**config.mk**
```make
export PLATFORM = sky130hd
export DESIGN_NAME = asymmetric_debounce_event_queue_core
export DESIGN_NICKNAME = d
export VERILOG_FILES = /design/src/hdl/adeq_pkg.sv /design/src/hdl/adeq_ram.sv /design/src/hdl/asymmetric_debounce_event_queue_core.sv
export SDC_FILE = /design/constraint.sdc
export NUM_CORES = 1
export LEC_CHECK = 0
export BUFFER_PORTS_ARGS = -buffer_cell sky130_fd_sc_hd__buf_2
export CAP_MARGIN = 5
export CORE_MARGIN = 2
export CORE_UTILIZATION = 35
export CTS_CLUSTER_DIAMETER = 30
export DETAILED_ROUTE_END_ITERATION = 8
export SYNTH_ARGS = -nofsm -noshare
export SYNTH_HDL_FRONTEND = slang
export SYNTH_SLANG_ARGS = --single-unit
```
**constraint.sdc**
```tcl
create_clock -name clk -period 9.2 [get_ports clk]
set_clock_uncertainty 0.05 [all_clocks]
set_input_delay 1.84 -clock clk [delete_from_list [all_inputs] [get_ports clk]]
set_output_delay 1.84 -clock clk [all_outputs]
set_load 0.03 [all_outputs]
```
**src/hdl/adeq_pkg.sv**
```systemverilog
// ----------------------------------------------------------------------------
// adeq_pkg: shared definitions for the asymmetric debounce event queue
// Codes, field widths and register reset values used across the block.
// ----------------------------------------------------------------------------
`default_nettype none

package adeq_pkg;

  // Default depth of the event queue.
  localparam int QUEUE_DEPTH_DEF = 8;

  // Configuration register indexes.
  localparam logic [1:0] CFG_POLL_INTERVAL = 2'd0;
  localparam logic [1:0] CFG_RISE_CONFIRM  = 2'd1;
  localparam logic [1:0] CFG_FALL_CONFIRM  = 2'd2;

  // Configuration register reset values.
  localparam logic [15:0] POLL_INTERVAL_RST = 16'd10;
  localparam logic [7:0]  RISE_CONFIRM_RST  = 8'd5;
  localparam logic [7:0]  FALL_CONFIRM_RST  = 8'd20;

  // Operation carried in the sideband of each input beat.
  localparam logic [1:0] MODE_POLL   = 2'd0;
  localparam logic [1:0] MODE_POP    = 2'd1;
  localparam logic [1:0] MODE_REINIT = 2'd2;

  // Event codes held in the queue and returned on a pop.
  typedef enum logic [1:0] {
    EVT_NONE = 2'd0,
    EVT_ON   = 2'd1,
    EVT_OFF  = 2'd2
  } evt_t;

  localparam int EVT_W = 2;

endpackage

`default_nettype wire

```
**src/hdl/adeq_ram.sv**
```systemverilog
// ----------------------------------------------------------------------------
// adeq_ram: generic single-write, single-read RAM
// One write port and one read port; read data is registered and holds
// its value while no read is issued. A read of the address being written
// in the same cycle returns the old contents.
// ----------------------------------------------------------------------------
`default_nettype none

module adeq_ram #(
  parameter int WIDTH = 2,
  parameter int DEPTH = 8
) (
  input  wire logic                     clk,
  input  wire logic                     we,
  input  wire logic [$clog2(DEPTH)-1:0] waddr,
  input  wire logic [WIDTH-1:0]         wdata,
  input  wire logic                     re,
  input  wire logic [$clog2(DEPTH)-1:0] raddr,
  output      logic [WIDTH-1:0]         rdata
);

  logic [WIDTH-1:0] mem_r [DEPTH];

  // Write port.
  always_ff @(posedge clk) begin
    if (we) begin
      mem_r[waddr] <= wdata;
    end
  end

  // Registered read port.
  always_ff @(posedge clk) begin
    if (re) begin
      rdata <= mem_r[raddr];
    end
  end

endmodule

`default_nettype wire

```
**src/hdl/asymmetric_debounce_event_queue_core.sv**
```systemverilog
// ----------------------------------------------------------------------------
// asymmetric_debounce_event_queue_core: magnet switch debouncer with queue
// Samples a raw switch level at a minimum interval, confirms level changes
// after separate rise and fall run lengths and queues on/off events.
//
// Usage:
//   Input channel (in_*): one beat per call. in_tuser carries the mode
//   (poll, poll and pop, reinitialise); in_tdata the timestamp and raw level.
//   Output channel (out_*): exactly one result beat per input beat, in order,
//   with the popped event, the confirmed level, the debouncing flag and the
//   last on-to-off hold time.
//   Configuration port (cfg_*): single-cycle register writes; the user must
//   make them only while the block is idle, which the block does not enforce.
//   A beat accepted at one edge has its result in the output register from
//   that edge. Throughput is one beat per cycle while results are taken;
//   all state is updated by one pass of logic, and a popped event comes from
//   a registered event RAM read in the accept cycle or a bypass register.
//   While the receiver stalls, the pending result holds and the input side
//   takes a new beat only in the cycle the result is taken.
//   Reset restores the default poll interval and confirm counts, clears the
//   debouncer state and empties the queue at once; no clearing pass is run.
// ----------------------------------------------------------------------------
`default_nettype none

module asymmetric_debounce_event_queue_core #(
  parameter int QUEUE_DEPTH = adeq_pkg::QUEUE_DEPTH_DEF
) (
  input  wire logic        clk,
  input  wire logic        rst_n,
  // Input channel
  input  wire logic        in_tvalid,
  output      logic        in_tready,
  input  wire logic [39:0] in_tdata,   // now_ms[31:0], raw_level[32], zero pad
  input  wire logic [1:0]  in_tuser,   // mode[1:0]
  // Output channel
  output      logic        out_tvalid,
  input  wire logic        out_tready,
  output      logic [39:0] out_tdata,  // event_code[1:0], magnet_present[2],
                                       // debouncing[3], hold_time_ms[35:4], pad
  // Configuration port
  input  wire logic        cfg_we,
  input  wire logic [1:0]  cfg_addr,
  input  wire logic [15:0] cfg_wdata
);

  import adeq_pkg::*;

  localparam int AW = $clog2(QUEUE_DEPTH);
  localparam int FW = $clog2(QUEUE_DEPTH + 1);
  localparam logic [AW-1:0] IDX_LAST = AW'(QUEUE_DEPTH - 1);
  localparam logic [FW-1:0] FILL_MAX = FW'(QUEUE_DEPTH);

  // Configuration registers
  logic [15:0] poll_r;
  logic [7:0]  rise_r;
  logic [7:0]  fall_r;

  // Debouncer state
  logic [31:0] last_r,  last_nxt;
  logic [7:0]  cnt_r,   cnt_nxt;
  logic        conf_r,  conf_nxt;
  logic        cand_r,  cand_nxt;
  logic [31:0] rise_t_r, rise_t_nxt;
  logic [31:0] hold_r,  hold_nxt;

  // Queue state
  logic [AW-1:0] wr_idx_r, wr_idx_nxt;
  logic [AW-1:0] rd_idx_r, rd_idx_nxt;
  logic [FW-1:0] fill_r,   fill_nxt;

  // Output register
  logic       out_valid_r;
  logic       pop_ram_r,  pop_ram_nxt;
  logic [1:0] byp_evt_r,  byp_evt_nxt;

  // Accept-cycle signals
  logic        accept;
  logic [1:0]  mode;
  logic [31:0] now_ms;
  logic        raw_level;
  logic        is_reinit;
  logic        is_pop;
  logic [31:0] elapsed;
  logic        take;
  logic [7:0]  cnt_inc;
  logic [7:0]  needed;
  logic        confirm;
  logic        push;
  logic [1:0]  push_evt;
  logic [FW-1:0] fill_mid;
  logic        pop_ok;
  logic        bypass;
  logic        ram_re;
  logic [1:0]  ram_rdata;
  logic [1:0]  evt_out;

  assign mode      = in_tuser;
  assign now_ms    = in_tdata[31:0];
  assign raw_level = in_tdata[32];

  assign in_tready = !out_valid_r || out_tready;
  assign accept    = in_tvalid && in_tready;

  // Configuration writes; indexes beyond the list are ignored.
  always_ff @(posedge clk) begin
    if (!rst_n) begin
      poll_r <= POLL_INTERVAL_RST;
      rise_r <= RISE_CONFIRM_RST;
      fall_r <= FALL_CONFIRM_RST;
    end else if (cfg_we) begin
      unique case (cfg_addr)
        CFG_POLL_INTERVAL: poll_r <= cfg_wdata;
        CFG_RISE_CONFIRM:  rise_r <= cfg_wdata[7:0];
        CFG_FALL_CONFIRM:  fall_r <= cfg_wdata[7:0];
        default: ;
      endcase
    end
  end

  // Mode decode; the unused code behaves as a plain poll.
  always_comb begin
    is_reinit = 1'b0;
    is_pop    = 1'b0;
    unique case (mode)
      MODE_REINIT: is_reinit = 1'b1;
      MODE_POP:    is_pop    = 1'b1;
      default: ;
    endcase
  end

  // Sample gate and run counter arithmetic.
  assign elapsed = now_ms - last_r;
  assign take    = !is_reinit && (elapsed >= {16'd0, poll_r});
  assign cnt_inc = (cnt_r != 8'hFF) ? cnt_r + 8'd1 : cnt_r;
  assign needed  = raw_level ? rise_r : fall_r;

  // Debouncer next state.
  always_comb begin
    last_nxt   = last_r;
    cnt_nxt    = cnt_r;
    conf_nxt   = conf_r;
    cand_nxt   = cand_r;
    rise_t_nxt = rise_t_r;
    hold_nxt   = hold_r;
    confirm    = 1'b0;
    if (is_reinit) begin
      conf_nxt   = 1'b0;
      cand_nxt   = raw_level;
      cnt_nxt    = 8'd0;
      last_nxt   = now_ms;
      rise_t_nxt = 32'd0;
    end else if (take) begin
      last_nxt = now_ms;
      if (raw_level == conf_r) begin
        // Bounce back to the confirmed level cancels the run.
        cand_nxt = raw_level;
        cnt_nxt  = 8'd0;
      end else if (raw_level != cand_r) begin
        // First differing sample opens a new run.
        cand_nxt = raw_level;
        cnt_nxt  = 8'd1;
      end else if (cnt_inc >= needed) begin
        confirm  = 1'b1;
        conf_nxt = raw_level;
        cnt_nxt  = 8'd0;
        if (raw_level) begin
          rise_t_nxt = now_ms;
        end else begin
          hold_nxt   = (rise_t_r != 32'd0) ? now_ms - rise_t_r : 32'd0;
          rise_t_nxt = 32'd0;
        end
      end else begin
        cnt_nxt = cnt_inc;
      end
    end
  end

  // Queue control: push before pop, full queue drops the event.
  assign push_evt = raw_level ? EVT_ON : EVT_OFF;
  assign push     = confirm && (fill_r != FILL_MAX);
  assign fill_mid = push ? fill_r + FW'(1) : fill_r;
  assign pop_ok   = is_pop && (fill_mid != '0);
  assign bypass   = pop_ok && (fill_r == '0);
  assign ram_re   = accept && pop_ok && !bypass;

  always_comb begin
    wr_idx_nxt  = wr_idx_r;
    rd_idx_nxt  = rd_idx_r;
    fill_nxt    = fill_mid;
    pop_ram_nxt = 1'b0;
    byp_evt_nxt = EVT_NONE;
    if (is_reinit) begin
      wr_idx_nxt = '0;
      rd_idx_nxt = '0;
      fill_nxt   = '0;
    end else begin
      if (push) begin
        wr_idx_nxt = (wr_idx_r == IDX_LAST) ? '0 : wr_idx_r + AW'(1);
      end
      if (pop_ok) begin
        rd_idx_nxt = (rd_idx_r == IDX_LAST) ? '0 : rd_idx_r + AW'(1);
        fill_nxt   = fill_mid - FW'(1);
        // An event pushed into an empty queue by a pop beat is popped straight away.
        if (bypass) begin
          byp_evt_nxt = push_evt;
        end else begin
          pop_ram_nxt = 1'b1;
        end
      end
    end
  end

  // State registers, updated on every accepted beat.
  always_ff @(posedge clk) begin
    if (!rst_n) begin
      last_r   <= 32'd0;
      cnt_r    <= 8'd0;
      conf_r   <= 1'b0;
      cand_r   <= 1'b0;
      rise_t_r <= 32'd0;
      hold_r   <= 32'd0;
      wr_idx_r <= '0;
      rd_idx_r <= '0;
      fill_r   <= '0;
    end else if (accept) begin
      last_r   <= last_nxt;
      cnt_r    <= cnt_nxt;
      conf_r   <= conf_nxt;
      cand_r   <= cand_nxt;
      rise_t_r <= rise_t_nxt;
      hold_r   <= hold_nxt;
      wr_idx_r <= wr_idx_nxt;
      rd_idx_r <= rd_idx_nxt;
      fill_r   <= fill_nxt;
    end
  end

  // Event store.
  adeq_ram #(
    .WIDTH (EVT_W),
    .DEPTH (QUEUE_DEPTH)
  ) u_evt_ram (
    .clk   (clk),
    .we    (accept && push),
    .waddr (wr_idx_r),
    .wdata (push_evt),
    .re    (ram_re),
    .raddr (rd_idx_r),
    .rdata (ram_rdata)
  );

  // Output register: valid flag and the source of the popped event.
  always_ff @(posedge clk) begin
    if (!rst_n) begin
      out_valid_r <= 1'b0;
      pop_ram_r   <= 1'b0;
      byp_evt_r   <= EVT_NONE;
    end else if (accept) begin
      out_valid_r <= 1'b1;
      pop_ram_r   <= pop_ram_nxt;
      byp_evt_r   <= byp_evt_nxt;
    end else if (out_tready) begin
      out_valid_r <= 1'b0;
    end
  end

  // Result beat; the level and hold fields come from the state registers,
  // which change only together with the output register.
  assign evt_out    = pop_ram_r ? ram_rdata : byp_evt_r;
  assign out_tvalid = out_valid_r;
  assign out_tdata  = {4'd0, hold_r, (cand_r != conf_r), conf_r, evt_out};

endmodule

`default_nettype wire

```
* Word-level counts from Yosys, hierarchy flattened
Memory sizes are Yosys's and may differ from the RTL's. A register that Yosys moved wholly into a read port is not among the register bits. Cells that the tools add are included.
Cells by class: add/sub/neg operators 7, order comparisons 2, equality and inequality tests 13, muxes and demuxes 53, bitwise operators 4, reductions and logical operators 31
Operator list (count):
- 32-bit two-way mux | 9
- 32-bit subtractor | 2
- 8-bit two-way mux | 7
- 32-bit by 16-bit greater-or-equal comparator with 1-bit output | 1
- 32-bit nonzero test | 1
- 1-bit two-way mux | 23
- 3-bit two-way mux | 6
- 4-bit two-way mux | 3
- 2-bit AND reduction | 6
- 2-bit two-way mux | 5
- 2-bit nonzero test | 5
- 8-bit by 1-bit adder with 8-bit output, second input constant | 1
- 8-bit greater-or-equal comparator | 1
- 1-bit logical AND | 8
- 8-bit inequality test, second input constant | 1
- 7-bit AND reduction | 1
- 3-bit by 1-bit adder with 3-bit output, second input constant | 2
- 3-bit equality test, second input constant | 2
- 5-bit AND reduction | 1
- 4-bit by 1-bit adder with 4-bit output, second input constant | 1
- 2-bit by 1-bit equality test with 1-bit output, second input constant | 2
- 2-bit equality test, second input constant | 2
- 4-bit logical NOT | 1
- 2-bit inequality test, second input constant | 2
- 11 further kinds | 17
Word-level totals: flip-flop bits (word level) 152, memory bits (writable) 16, bits of input ports 65, output and inout port bits 42, word-level logic and storage cells 126, memories 1
Memories:
- u_evt_ram.mem_r | words 8, bits a word 2, rd ports 1, clocked after Yosys merged registers in 1, wr ports 1, line adeq_ram.sv:22 | logic [WIDTH-1:0] mem_r [DEPTH];

* Longest topological paths before layout
word-level depth 16, mapped depth 28, mapped depth without buffers 28

* By module
From an unflattened synthesis, not the netlist that was laid out.
Unflattened totals: cell total of the unflattened synthesis 1375, area total of the unflattened synthesis 11126.9 sq um
By module, submodules not included:
- asymmetric_debounce_event_queue_core | times used 1, cells an instance 1338, area an instance 10400.0 sq um, sequential area each 3042.9 sq um
- adeq_ram | times used 1, cells an instance 37, area an instance 726.9 sq um, sequential area each 540.5 sq um

* Least setup slack after synthesis
Ideal clock, no wire load.
kind input-to-reg, start in in_tdata[6], end reg u_evt_ram.rdata[0], read port of u_evt_ram.mem_r, enable pin, library setup time 0.257 ns, arrival 6.574 ns, path slack 2.319 ns, cell stages on the path 25, buffers on the path 0, cells stage by stage ha_1 -> a211oi_1 -> nand4b_1 -> nor2b_1 -> o21a_1 -> o21ai_0 -> nand2b_1 -> a21oi_1 -> xnor2_1 -> ha_1 -> a21o_1 -> nand3_1 -> nand4_1 -> nor4_1 -> nand4_1 -> or4_4 -> nor4_4 -> a21oi_2 -> a21oi_1 -> ha_1 -> inv_1 -> a221o_1 -> and2_4 -> nand2_2 -> a21oi_1
Between the ends: longest elaborated chain between the ends 12
RTL lines:
- from (decl) | line asymmetric_debounce_event_queue_core.sv:33 | input wire logic [39:0] in_tdata,
- 32-bit subtractor * | line asymmetric_debounce_event_queue_core.sv:132 | assign elapsed = now_ms - last_r;
- 32-bit by 16-bit greater-or-equal comparator with 1-bit output * | line asymmetric_debounce_event_queue_core.sv:133 | assign take = !is_reinit && (elapsed >= {16'd0, poll_r});
- 1-bit logical AND * | line asymmetric_debounce_event_queue_core.sv:133
- 1-bit two-way mux * | line asymmetric_debounce_event_queue_core.sv:152 | end else if (take) begin
- 1-bit two-way mux * | line asymmetric_debounce_event_queue_core.sv:146 | if (is_reinit) begin
- 1-bit logical AND * | line asymmetric_debounce_event_queue_core.sv:180 | assign push = confirm && (fill_r != FILL_MAX);
- 4-bit two-way mux * | line asymmetric_debounce_event_queue_core.sv:181 | assign fill_mid = push ? fill_r + FW'(1) : fill_r;
- 4-bit nonzero test * | line asymmetric_debounce_event_queue_core.sv:182 | assign pop_ok = is_pop && (fill_mid != '0);
- 1-bit logical AND * | line asymmetric_debounce_event_queue_core.sv:182
- 1-bit logical AND | line asymmetric_debounce_event_queue_core.sv:183 | assign bypass = pop_ok && (fill_r == '0);
- 1-bit logical NOT | line asymmetric_debounce_event_queue_core.sv:184 | assign ram_re = accept && pop_ok && !bypass;
- 1-bit logical AND * | line asymmetric_debounce_event_queue_core.sv:184
- named net ram_re | line asymmetric_debounce_event_queue_core.sv:93 | logic ram_re;
- to (decl) | line adeq_ram.sv:19 | output logic [WIDTH-1:0] rdata
The timed path passes the listed nets; every way through them passes the cells marked *. A chain may end at the register's enable or synchronous reset.

* Worst setup path after layout
start in in_tdata[6], end reg u_evt_ram.rdata[1], read port of u_evt_ram.mem_r, enable pin
The elaborated chain is that of the path after synthesis.

==> summary.md <==
| Metric | Value |
|---|---|
| Status | complete, no violations |
| Port Buf Inserts | 95 |
| NetSw | 560 uW |
| CTS tree | done |
| Core Box Area | 30600 sq um |
| CTS buffer count | 17 |
| Most used flip-flop cell after synthesis | dfxtp_1 |
| Global-route wire length before repair | 45900 um |
| Crit path max fanout | 8 |
| Post-Syn Instances | 1340 |
| Flop pwr share | 0.415 |
| Reg clk slew, reported paths | 70 ps |
| Cell taking the most area after synthesis | dfxtp_1 |
| Post-CTS resize count | 0 |
| Drt first pass iters | 6 |
| Number of global-route vias before repair | 9152 |
| Crit path max-delay family | simple AND/OR/NAND/NOR gates |
| H-tree levels | 4 |
| CP Launch Type | input port |
| Clock Sinks | 170 |
| F_max | 0.132 GHz |
| R2R depth | 27 |
| Final instance area | 12200 sq um |
| CP Class | input port to flop |
| Count leader, synth | nand2_1 |
| Comb pwr share | 0.199 |
| Via count | 9480 |
| LEAKAGE | 0.00500 uW |
| Dpl ws | 1190 ps |
| Area of the multi-input gates | 6660 sq um |
| Arrival @ worst endpoint | 7660 ps |
| Root Buffer | clkbuf_16 |
| Async set or reset register ratio after synthesis | 0 |
| Top Usage Layer GRT | met2 |
| Worst Setup SP | in_tdata[6] |
| Worst R2R Start | last_r[6] |
| Setup violators final | 0 |
| Worst path required time | 9280 ps |
| Yosys cell types | 74 |
| Final WL | 27700 um |
| Synth Register Bits | 170 |
| Post-synth top area share | 0.279 |
| Syn Area/Cell | 8.13 sq um |
| RSZ-0062 raised after global routing | false |
| Hpwl dp | 20600 um |
| Post-route clock period utilization | 0.824 |
| Post-DP Area | 11600 sq um |
| Int Pwr | 1300 uW |
| Fraction of layout cells with a size suffix above 1 | 0.118 |
| Largest net degree at the start of global routing | 83 |
| Yosys warns | 0 |
| Ports | 107 |
| Post-synthesis sequential area ratio | 0.329 |
| Met3 Use GR | 0.0376 |
| Met1 Usage GRT | 0.212 |
| Slowest cell on crit path | nor4_4 |
| Setup ws final | 1620 ps |
| DR WL/cell | 15.3 um |
| TNS Setup | 0 ps |
| Initial antenna violation count | 4 |
| Die Y | 180 um |
| Post-synth top cells | nand2_1, dfxtp_1, nor2_1, a21oi_1, inv_1 |
| Global route total overflow | 0 |
| DRT antenna net count | 0 |
| # DRC | 0 |
| Minimum clock period | 7580 ps |
| Power consumption | 1860 uW |
| Worst skew pair latency | 440 ps |
| Die X | 180 um |
| Hold Path Class | flop to flop |
| Max-cap viol count | 0 |
| GRT met2 Usage | 0.299 |
| CTS Hold Buffers Added | 0 |
| DR vias/cell | 5.24 |
| Routability cong. | 0.883 |
| Hold path depth | 2 |
| Cell Pwr Density | 152 nW/um^2 |
| Slew HR | 0.251 |
| VDD IR-drop max | 0.118 mV |
| Final nets | 1559 |
| Max clock buf depth | 2 |
| Stages on worst setup path | 27 |
| Area contributors post-synth | dfxtp_1, ha_1, a21oi_1 |
| CP endpoint kind | flop |
| CP max stage delay | 550 ps |
| Die ar. | 32600 sq um |
| Post-CTS Setup Inserts | 0 |
| Hold Startpoint | last_r[18] |
| Initial core utilization | 0.356 |
| DRT iter0 DRCs | 558 |
| Fill cells | 3178 |
| Clock share of power | 0.386 |
| Num rows | 64 |
| P&R area growth vs syn | 12.2% |
| Gr usage total | 0.171 |
| Final hold viol count | 0 |
| Sw Share | 0.302 |
| Synth Cell Area | 10900 sq um |
| Worst-margin pin slew | 1100 ps |
| FF+latch area | 3580 sq um |
| Number of synthesized flops with an enable pin | 18 |
| Max-slew violations | 0 |
| Bufs and invs on worst path | 2 |
-- worst min-delay path: stages, from the launching register on --
cell,delay [ps]
dfxtp_1,310
nand2_1,50
a21oi_1,50
-- per-layer routing --
layer	vias up	routed length, um
met2	153	13500
met5	-	28
met3	36	1200
li1	4849	-
met4	4	437
met1	4438	12500
-- power by group through the flow --
stage                     logic [uW]  clock network (uW)  registers, uW
after floorplan                  277                   0            786
after global placement           363                   0            787
after detailed placement         368                   0            788
after CTS                        371                 734            770
after global routing             419                 769            772
final                            368                 716            771
-- cell families (layout without fill, tap and decap cells) --
logic type,after synthesis,count (layout),synth area share
compound gates,353,353,0.212
xor+xnor,58,58,0.0466
fa+ha+maj,96,96,0.112
buf+inv,166,234,0.0622
flops,170,170,0.329
mux,45,45,0.0473
other cells,1,6,0.000344
simple gates,451,451,0.191
-- flip-flops by register name, indices dropped and copies added, names as in the netlist --
register         count
hold_r              32
last_r              32
rise_t_r            32
poll_r              16
u_evt_ram.mem_r     16
cnt_r                8
fall_r               8
rise_r               8
fill_r               4
rd_idx_r             3
wr_idx_r             3
byp_evt_r            2
u_evt_ram.rdata      2
cand_r               1
conf_r               1
out_tvalid           1
pop_ram_r            1
-- path summary, 6_finish.rpt --
check	endpoint	slack, ps
hold reg to reg	last_r[18]	400
setup / recovery	u_evt_ram.rdata[1]	1620
hold / removal	last_r[18]	400
setup reg to reg	u_evt_ram.rdata[1]	2820
-- layout by cell type (no fill, tap or decap), drive strengths merged, types with 32 or more instances in the layout --
cell type	synthesis	routed
nand2	159	159
dfxtp	152	152
nor2	131	131
a21oi	122	122
inv	100	106
buf	24	102
ha	94	94
a22oi	61	61
o21ai	44	44
nand3	43	43
a21o	43	43
xnor2	39	39
mux2i	32	32
-- through the flow --
stage / cells / utilization / hold WS [ps]
6_report: 1809 / 0.400 / 399
5_1_grt: 1808 / 0.400 / 415
4_1_cts: 1806 / 0.399 / 402
3_5_place_dp: 1774 / 0.380 / 394
3_3_place_gp: 1774 / 0.380 / 388
2_1_floorplan: 1343 / - / 382
-- cell type report --
class / count / share of cell area
multi-input cells: 1007 / 0.544
diodes: 2 / 0.000409
inverters: 100 / 0.0309
flip-flops and latches: 170 / 0.293
clock inverters: 14 / 0.0111
repair buffers: 102 / 0.0438
clock buffers: 18 / 0.0359
well taps: 396 / 0.0405
(Power assumes the default switching activity.)
